## config.mk

```make
export PLATFORM = sky130hd
export DESIGN_NAME = wtsq_cell
export DESIGN_NICKNAME = d
export VERILOG_FILES = /design/src/sv/wake_time_sorted_queue_core_defines.svh /design/src/sv/wtsq_pkg.sv /design/src/sv/wtsq_cell.sv
export SDC_FILE = /design/constraint.sdc
export NUM_CORES = 1
export LEC_CHECK = 0
export BUFFER_PORTS_ARGS = -buffer_cell sky130_fd_sc_hd__buf_2
export CAP_MARGIN = 30
export CORE_UTILIZATION = 38
export CTS_CLUSTER_DIAMETER = 200
export CTS_CLUSTER_SIZE = 8
export DETAILED_ROUTE_END_ITERATION = 10
export PLACE_DENSITY = 0.69
export SYNTH_ARGS = -nofsm -noshare
export SYNTH_HDL_FRONTEND = slang
export SYNTH_SLANG_ARGS = --single-unit
```

## constraint.sdc

```tcl
create_clock -name i_clk -period 4.1 [get_ports i_clk]
set_input_delay 0.205 -clock i_clk [delete_from_list [all_inputs] [get_ports i_clk]]
set_output_delay 0.205 -clock i_clk [all_outputs]
set_load 0.005 [all_outputs]
```

## src/sv/wake_time_sorted_queue_core_defines.svh

```systemverilog
// assertion macros for the wake-time sorted queue
`ifndef WAKE_TIME_SORTED_QUEUE_CORE_DEFINES_SVH
`define WAKE_TIME_SORTED_QUEUE_CORE_DEFINES_SVH

`ifndef SYNTH
// property that must hold at every clock edge out of reset
`define WTSQ_ASSERT(label, clk, rst_n, prop) \
    label: assert property (@(posedge clk) disable iff (!rst_n) (prop)) \
        else $error("wtsq assertion failed");
// consequent checked in the same cycle as the antecedent
`define WTSQ_ASSERT_IMP(label, clk, rst_n, ante, cons) \
    label: assert property (@(posedge clk) disable iff (!rst_n) (ante) |-> (cons)) \
        else $error("wtsq assertion failed");
// consequent checked in the cycle after the antecedent
`define WTSQ_ASSERT_NXT(label, clk, rst_n, ante, cons) \
    label: assert property (@(posedge clk) disable iff (!rst_n) (ante) |=> (cons)) \
        else $error("wtsq assertion failed");
`else
`define WTSQ_ASSERT(label, clk, rst_n, prop)
`define WTSQ_ASSERT_IMP(label, clk, rst_n, ante, cons)
`define WTSQ_ASSERT_NXT(label, clk, rst_n, ante, cons)
`endif

`endif

```

## src/sv/wtsq_pkg.sv

```systemverilog
// shared types and constants for the wake-time sorted queue
package wtsq_pkg;

    localparam int DEPTH  = 64;
    localparam int CNT_W  = $clog2(DEPTH + 1);
    localparam int WAKE_W = 31;
    localparam int TAG_W  = 6;
    localparam int IN_W   = 40;
    localparam int OUT_W  = 88;

    typedef logic [WAKE_W-1:0] t_wake;
    typedef logic [TAG_W-1:0]  t_tag;
    typedef logic [CNT_W-1:0]  t_count;

    typedef enum logic [1:0] {
        ST_OK        = 2'd0,
        ST_POP_EMPTY = 2'd1,
        ST_INS_FULL  = 2'd2
    } t_status;

    // broadcast to every cell in the chain
    typedef struct packed {
        logic  ins;
        logic  pop;
        t_wake wake;
        t_tag  tag;
    } t_cell_ctl;

endpackage

```

## src/sv/wtsq_cell.sv

```systemverilog
// one slot of the sorted chain: holds an entry, shifts left or right with its neighbors
module wtsq_cell (
    input  logic               i_clk,
    input  wtsq_pkg::t_cell_ctl i_ctl,
    input  logic               i_is_front,
    input  logic               i_occupied,
    input  logic               i_keep_en,
    input  logic               i_left_keep,
    input  wtsq_pkg::t_wake    i_left_wake,
    input  wtsq_pkg::t_tag     i_left_tag,
    input  wtsq_pkg::t_wake    i_right_wake,
    input  wtsq_pkg::t_tag     i_right_tag,
    output logic               o_keep,
    output wtsq_pkg::t_wake    o_wake,
    output wtsq_pkg::t_tag     o_tag
);
    import wtsq_pkg::*;

    t_wake r_wake, n_wake;
    t_tag  r_tag, n_tag;

    // front stays unless the new time is strictly lower; later slots stay
    // while strictly lower than the new time
    assign o_keep = i_occupied &&
                    (i_is_front ? !(i_ctl.wake < r_wake)
                                : (i_keep_en && (r_wake < i_ctl.wake)));

    always_comb begin
        n_wake = r_wake;
        n_tag  = r_tag;
        if (i_ctl.ins && !o_keep) begin
            if (i_left_keep) begin
                n_wake = i_ctl.wake;
                n_tag  = i_ctl.tag;
            end else begin
                n_wake = i_left_wake;
                n_tag  = i_left_tag;
            end
        end else if (i_ctl.pop) begin
            n_wake = i_right_wake;
            n_tag  = i_right_tag;
        end
    end

    always_ff @(posedge i_clk) begin
        r_wake <= n_wake;
        r_tag  <= n_tag;
    end

    assign o_wake = r_wake;
    assign o_tag  = r_tag;

endmodule

```

# [Yosys cells after proc, flatten, opt, wreduce, memory -nomap -nowiden]
# Cells that the tools add are included.
[op_classes] muxes=7 n_reduce_logical=6 magnitude_cmp=2
[ops] operator="$mux 31" n=3
[ops] operator="$lt 31x31->1" n=2
[ops] operator="$mux 6" n=3
[ops] operator="$logic_and 1x1->1" n=3
[ops] operator="$logic_not 1->1" n=2
[ops] operator="$reduce_bool 2->1" n=1
[ops] operator="$mux 1" n=1
[totals] ff_bits=37 in_bits=118

# [Longest topological paths before layout]
[depth] ltp_word=7 ltp_mapped=10 ltp_nobuf=9

# [Worst setup path before layout]
# Ideal clock, no wire load.
[synth_timing] path_type="reg-to-reg" start="register r_wake[26] (netlist: o_wake[26])" end="register r_tag[0] (netlist: o_tag[0]) (enable)" t_arrival_ns=2.520 required_time_ns=3.702 path_buffers=0 slack_ns=1.182 setup_time_ns=0.398 synth_period_minus_slack_ns=2.918 stages_incl_launch_ff=9 path_cell_list="edfxtp_1 -> ha_1 -> nand4_1 -> nor4_4 -> o31ai_1 -> nand2_1 -> nor2_1 -> o21ai_0 -> a221o_1"
[synth_between] elab_chain_cells=7
[synth_lines] item="start, declared" line_no="wtsq_cell.sv:19" source="t_wake r_wake, n_wake;"
[synth_lines] item="start signal, assigned" line_no="wtsq_cell.sv:46" source="r_wake <= n_wake;"
[synth_lines] item="$lt 31x31->1 (on tied branches)" line_no="wtsq_cell.sv:26, wtsq_cell.sv:25"
[synth_lines] item="$logic_and 1x1->1 / $logic_not 1->1 (equally long branches)" line_no="wtsq_cell.sv:26, wtsq_cell.sv:25"
[synth_lines] item="$mux 1 (*)" line_no="wtsq_cell.sv:25" source="(i_is_front ? !(i_ctl.wake < r_wake)"
[synth_lines] item="$logic_and 1x1->1 (*)" line_no="wtsq_cell.sv:24" source="assign o_keep = i_occupied &&"
[synth_lines] item="$logic_not 1->1 (*)" line_no="wtsq_cell.sv:31" source="if (i_ctl.ins && !o_keep) begin"
[synth_lines] item="$logic_and 1x1->1 (*)" line_no="wtsq_cell.sv:31"
[synth_lines] item="$reduce_bool 2->1 (no line) (*)"
[synth_lines] item="end signal, assigned" line_no="wtsq_cell.sv:47" source="r_tag <= n_tag;"
[synth_lines] item="end, declared" line_no="wtsq_cell.sv:20" source="t_tag r_tag, n_tag;"
# Mark *: on every way between the ends. The rest lies on a longest branch, timed or not.
# A chain may end at the register's enable or synchronous reset.

# [Worst setup path after layout]
[layout_timing] start="register r_wake[30] (netlist: o_wake[30])" end="register r_tag[5] (netlist: o_tag[5]), data pin"
[layout_between] elab_chain_cells=7
[layout_lines] item="$lt 31x31->1 (on tied branches)" line_no="wtsq_cell.sv:26, wtsq_cell.sv:25"
[layout_lines] item="$logic_and 1x1->1 / $logic_not 1->1 (equally long branches)" line_no="wtsq_cell.sv:26, wtsq_cell.sv:25"
[layout_lines] item="$mux 1 (*)" line_no="wtsq_cell.sv:25"
[layout_lines] item="$logic_and 1x1->1 (*)" line_no="wtsq_cell.sv:24"
[layout_lines] item="$logic_not 1->1 (*)" line_no="wtsq_cell.sv:31"
[layout_lines] item="$logic_and 1x1->1 (*)" line_no="wtsq_cell.sv:31"
[layout_lines] item="$mux 6 (*)" line_no="wtsq_cell.sv:31"
[layout_lines] item="net n_tag[5]" line_no="wtsq_cell.sv:20"
# The timed path passes the listed nets; every way through them passes the cells marked *.

==> impl_results.rst <==
.. list-table::
   :header-rows: 1

   * - Metric
     - Value
   * - Final setup viols
     - 0
   * - Layout Cell Area excl Fill
     - 4000 um^2
   * - Clock slew at reported path FFs
     - 80 ps
   * - Worst hold slack
     - 210 ps
   * - Power density of the placed cells
     - 337 nW/um^2
   * - Max-slew headroom
     - 39.9%
   * - CP required
     - 4150 ps
   * - Number of warnings issued by yosys
     - 0
   * - Wire length of the first global-routing pass
     - 11.5 mm
   * - Drt drc
     - 0
   * - Synthesized cell area
     - 3020 um^2
   * - Peak-usage layer in the global routing report
     - met2
   * - Final worst path period need
     - 3090 ps
   * - Final Hold Vio Count
     - 0
   * - Power Total
     - 1350 uW
   * - Net total in the final layout
     - 543
   * - Final weighted congestion in routability-driven placement
     - 0.760
   * - Cells after Synth
     - 238
   * - Clk root buf
     - clkbuf_8
   * - Critical path class
     - flip-flop to flip-flop
   * - Met2 Resource Use GR
     - 31.2%
   * - Buffers plus inverters on the worst setup path
     - 1
   * - Core region area
     - 7690 um^2
   * - Total of hold buffers inserted after clock tree synthesis
     - 0
   * - Total CTS buffers
     - 5
   * - Count of cell types in the netlist
     - 29
   * - Combined global-route utilization of all metal layers
     - 17.4%
   * - Average instance area after synthesis
     - 12.7 um^2
   * - Crit path max-delay cell type
     - o21ai_4
   * - TritonCTS sink count
     - 37
   * - CP Launch Type
     - flip-flop
   * - Detailed-route wire length per cell
     - 14.0 um
   * - Transition time of the tightest slew-check pin
     - 901 ps
   * - First DRT Iteration DRCs
     - 73
   * - Overflow left after global routing
     - 0
   * - Leakage power of the design
     - 0.00201 uW
   * - Status
     - finished, final reports clean
   * - Most frequent standard cell in the layout excluding fill and tap cells
     - buf_2
   * - Post-detailed-routing wire length
     - 6.98 mm
   * - Die Footprint
     - 8300 um^2
   * - Post-CTS repair timing setup buffer count
     - 0
   * - Number of vias per cell after detailed routing
     - 4.84
   * - Post-detailed-placement cell area
     - 3870 um^2
   * - Largest stage delay on the critical path
     - 440 ps
   * - Post-cts sizing count
     - 0
   * - DR vias
     - 2,403
   * - Path type of the worst min-delay path
     - input port to flip-flop
   * - Number of routed nets with antenna violations
     - 0
   * - Standard-cell row count
     - 32
   * - Number of buffers between clock root and the deepest sink
     - 2
   * - TritonCTS clock tree
     - built
   * - Sequential fraction of the synthesis area
     - 36.8%
   * - Iteration count of the initial detailed-routing pass
     - 4
   * - Number of flip-flops and latches in the synthesized netlist
     - 37
   * - Diodes inserted
     - 0
   * - Fraction of final layout cells sized beyond drive strength 1
     - 62.3%
   * - Critical path endpoint category
     - flip-flop
   * - Top delay family on crit path
     - simple AND/OR/NAND/NOR gates
   * - Critical-path maximum fanout
     - 28
   * - Initial core utilization
     - 39.3%
   * - I/O pin count
     - 156
   * - Share of the clock period used by the worst path
     - 75.5%
   * - Vertical die dimension
     - 91.1 um
   * - Die boundary width
     - 91.1 um
   * - Global-route met1 utilization
     - 20.7%
   * - Highest Clock Rate
     - 0.323 GHz
   * - Unrepaired setup endpoints after global routing
     - false
   * - HPWL Detailed
     - 5.57 mm
   * - Max H-tree Level
     - 2
   * - Largest clock skew in the final design
     - 8.03 ps
   * - Syn Nets
     - 387
   * - Count of pins over their slew limit
     - 0
   * - Maximum number of pins on one net before global-route repair
     - 38
   * - Syn-to-layout area delta
     - 32.6%
   * - Critical Path AT
     - 3140 ps
   * - Initial antenna violation count
     - 0
   * - Vias in the first global route
     - 2,550
   * - Worst IR drop on VDD
     - 0.000206 V
   * - R2R Setup Slk
     - 1010 ps
   * - Cell breakdown of the critical path
     - ha_1 > nand4_2 > nor4_4 > nand2_2 > nor3_2 > nor2_1 > o21ai_4 > buf_12 > mux2_2
   * - Number of max-capacitance violations reported
     - 0
   * - Commonest cells after routing, fill and taps aside
     - buf_2, mux2_2, edfxtp_1, inv_1, ha_1
   * - Global Route met3 Usage
     - 4.19%
   * - Count of input and output buffers
     - 155
   * - Clock latency reported for the late side of the worst-skew pair
     - 290 ps
   * - Fin Setup TNS
     - 0 ps
-- layout make-up --
type	count	area, um^2
fill	708	3690
multi-input combinational	162	1710
sequential	37	1110
timing repair buffer	156	796
tap	102	128
inverter	32	120
clock buffer	5	68.8
clock inverter	3	65.1
-- registers in the layout, indices dropped and copies added, names as in the netlist --
name,cells
o_wake,31
o_tag,6
-- stage by stage --
stage | worst slack [ps] | cells | utilization, %
6_report | 1010 | 497 | 52.1
5_1_grt | 778 | 497 | 52.1
4_1_cts | 969 | 497 | 52.1
3_5_place_dp | 997 | 489 | 50.3
3_3_place_gp | 1120 | 489 | 50.3
2_1_floorplan | 1180 | 238 | -
-- path summary, 6_finish.rpt --
kind	endpoint	cells past startpoint	from
setup / recovery	o_tag[5]	9	o_wake[30]
hold / removal	o_wake[9]	2	i_right_wake[9]
setup reg to reg	o_tag[5]	9	o_wake[30]
hold reg to reg	o_wake[9]	6	o_wake[30]
-- cell families after synthesis --
group / synth area share (%)
buffers and inverters: 6.47
flip-flops: 36.8
AND/OR/NAND/NOR: 5.72
adder cells (fa/ha/maj): 12.9
multiplexers: 31.3
AO/OA/AOI/OAI: 6.80
-- Yosys cell counts --
| cell type | number | area (um^2) |
|---|---|---|
| a31oi_1 | 2 | 12.5 |
| mux2_2 | 44 | 495 |
| mux2_4 | 30 | 450 |
| o21ai_0 | 5 | 25.0 |
| clkbuf_1 | 4 | 15.0 |
| edfxtp_1 | 37 | 1110 |
| nand3_1 | 4 | 20.0 |
| nor4_4 | 1 | 21.3 |
| o21ai_4 | 1 | 16.3 |
| nand2_1 | 6 | 22.5 |
| ha_1 | 31 | 388 |
| nor2_1 | 5 | 18.8 |
| a21oi_1 | 11 | 55.1 |
| nand4_2 | 1 | 12.5 |
| inv_1 | 32 | 120 |
| o31ai_1 | 1 | 7.51 |
| nand3b_1 | 1 | 7.51 |
| a211oi_2 | 1 | 12.5 |
| a2111oi_4 | 1 | 27.5 |
| nand4_1 | 6 | 37.5 |
| buf_12 | 3 | 60.1 |
| a221o_1 | 1 | 10.0 |
| nor3_1 | 2 | 10.0 |
| nand2_2 | 1 | 6.26 |
| nor3_2 | 1 | 10.0 |
| nand2b_1 | 1 | 6.26 |
| a221oi_1 | 1 | 8.76 |
| a21boi_0 | 1 | 7.51 |
| a21o_1 | 3 | 22.5 |
-- routing by layer --
layer,part of all wire (%),up-vias
met4,1.3,0
met2,50,93
met5,0,-
met3,6.4,11
met1,42,1104
li1,-,1195
-- report_power, final --
part	internal, uW	switching, uW	total (uW)	leakage, uW
sequential	494	28.2	522	0.000376
combinational	248	200	448	0.00157
clock	242	137	379	0.0000681
No activity file was read; power rests on OpenSTA's default activity.
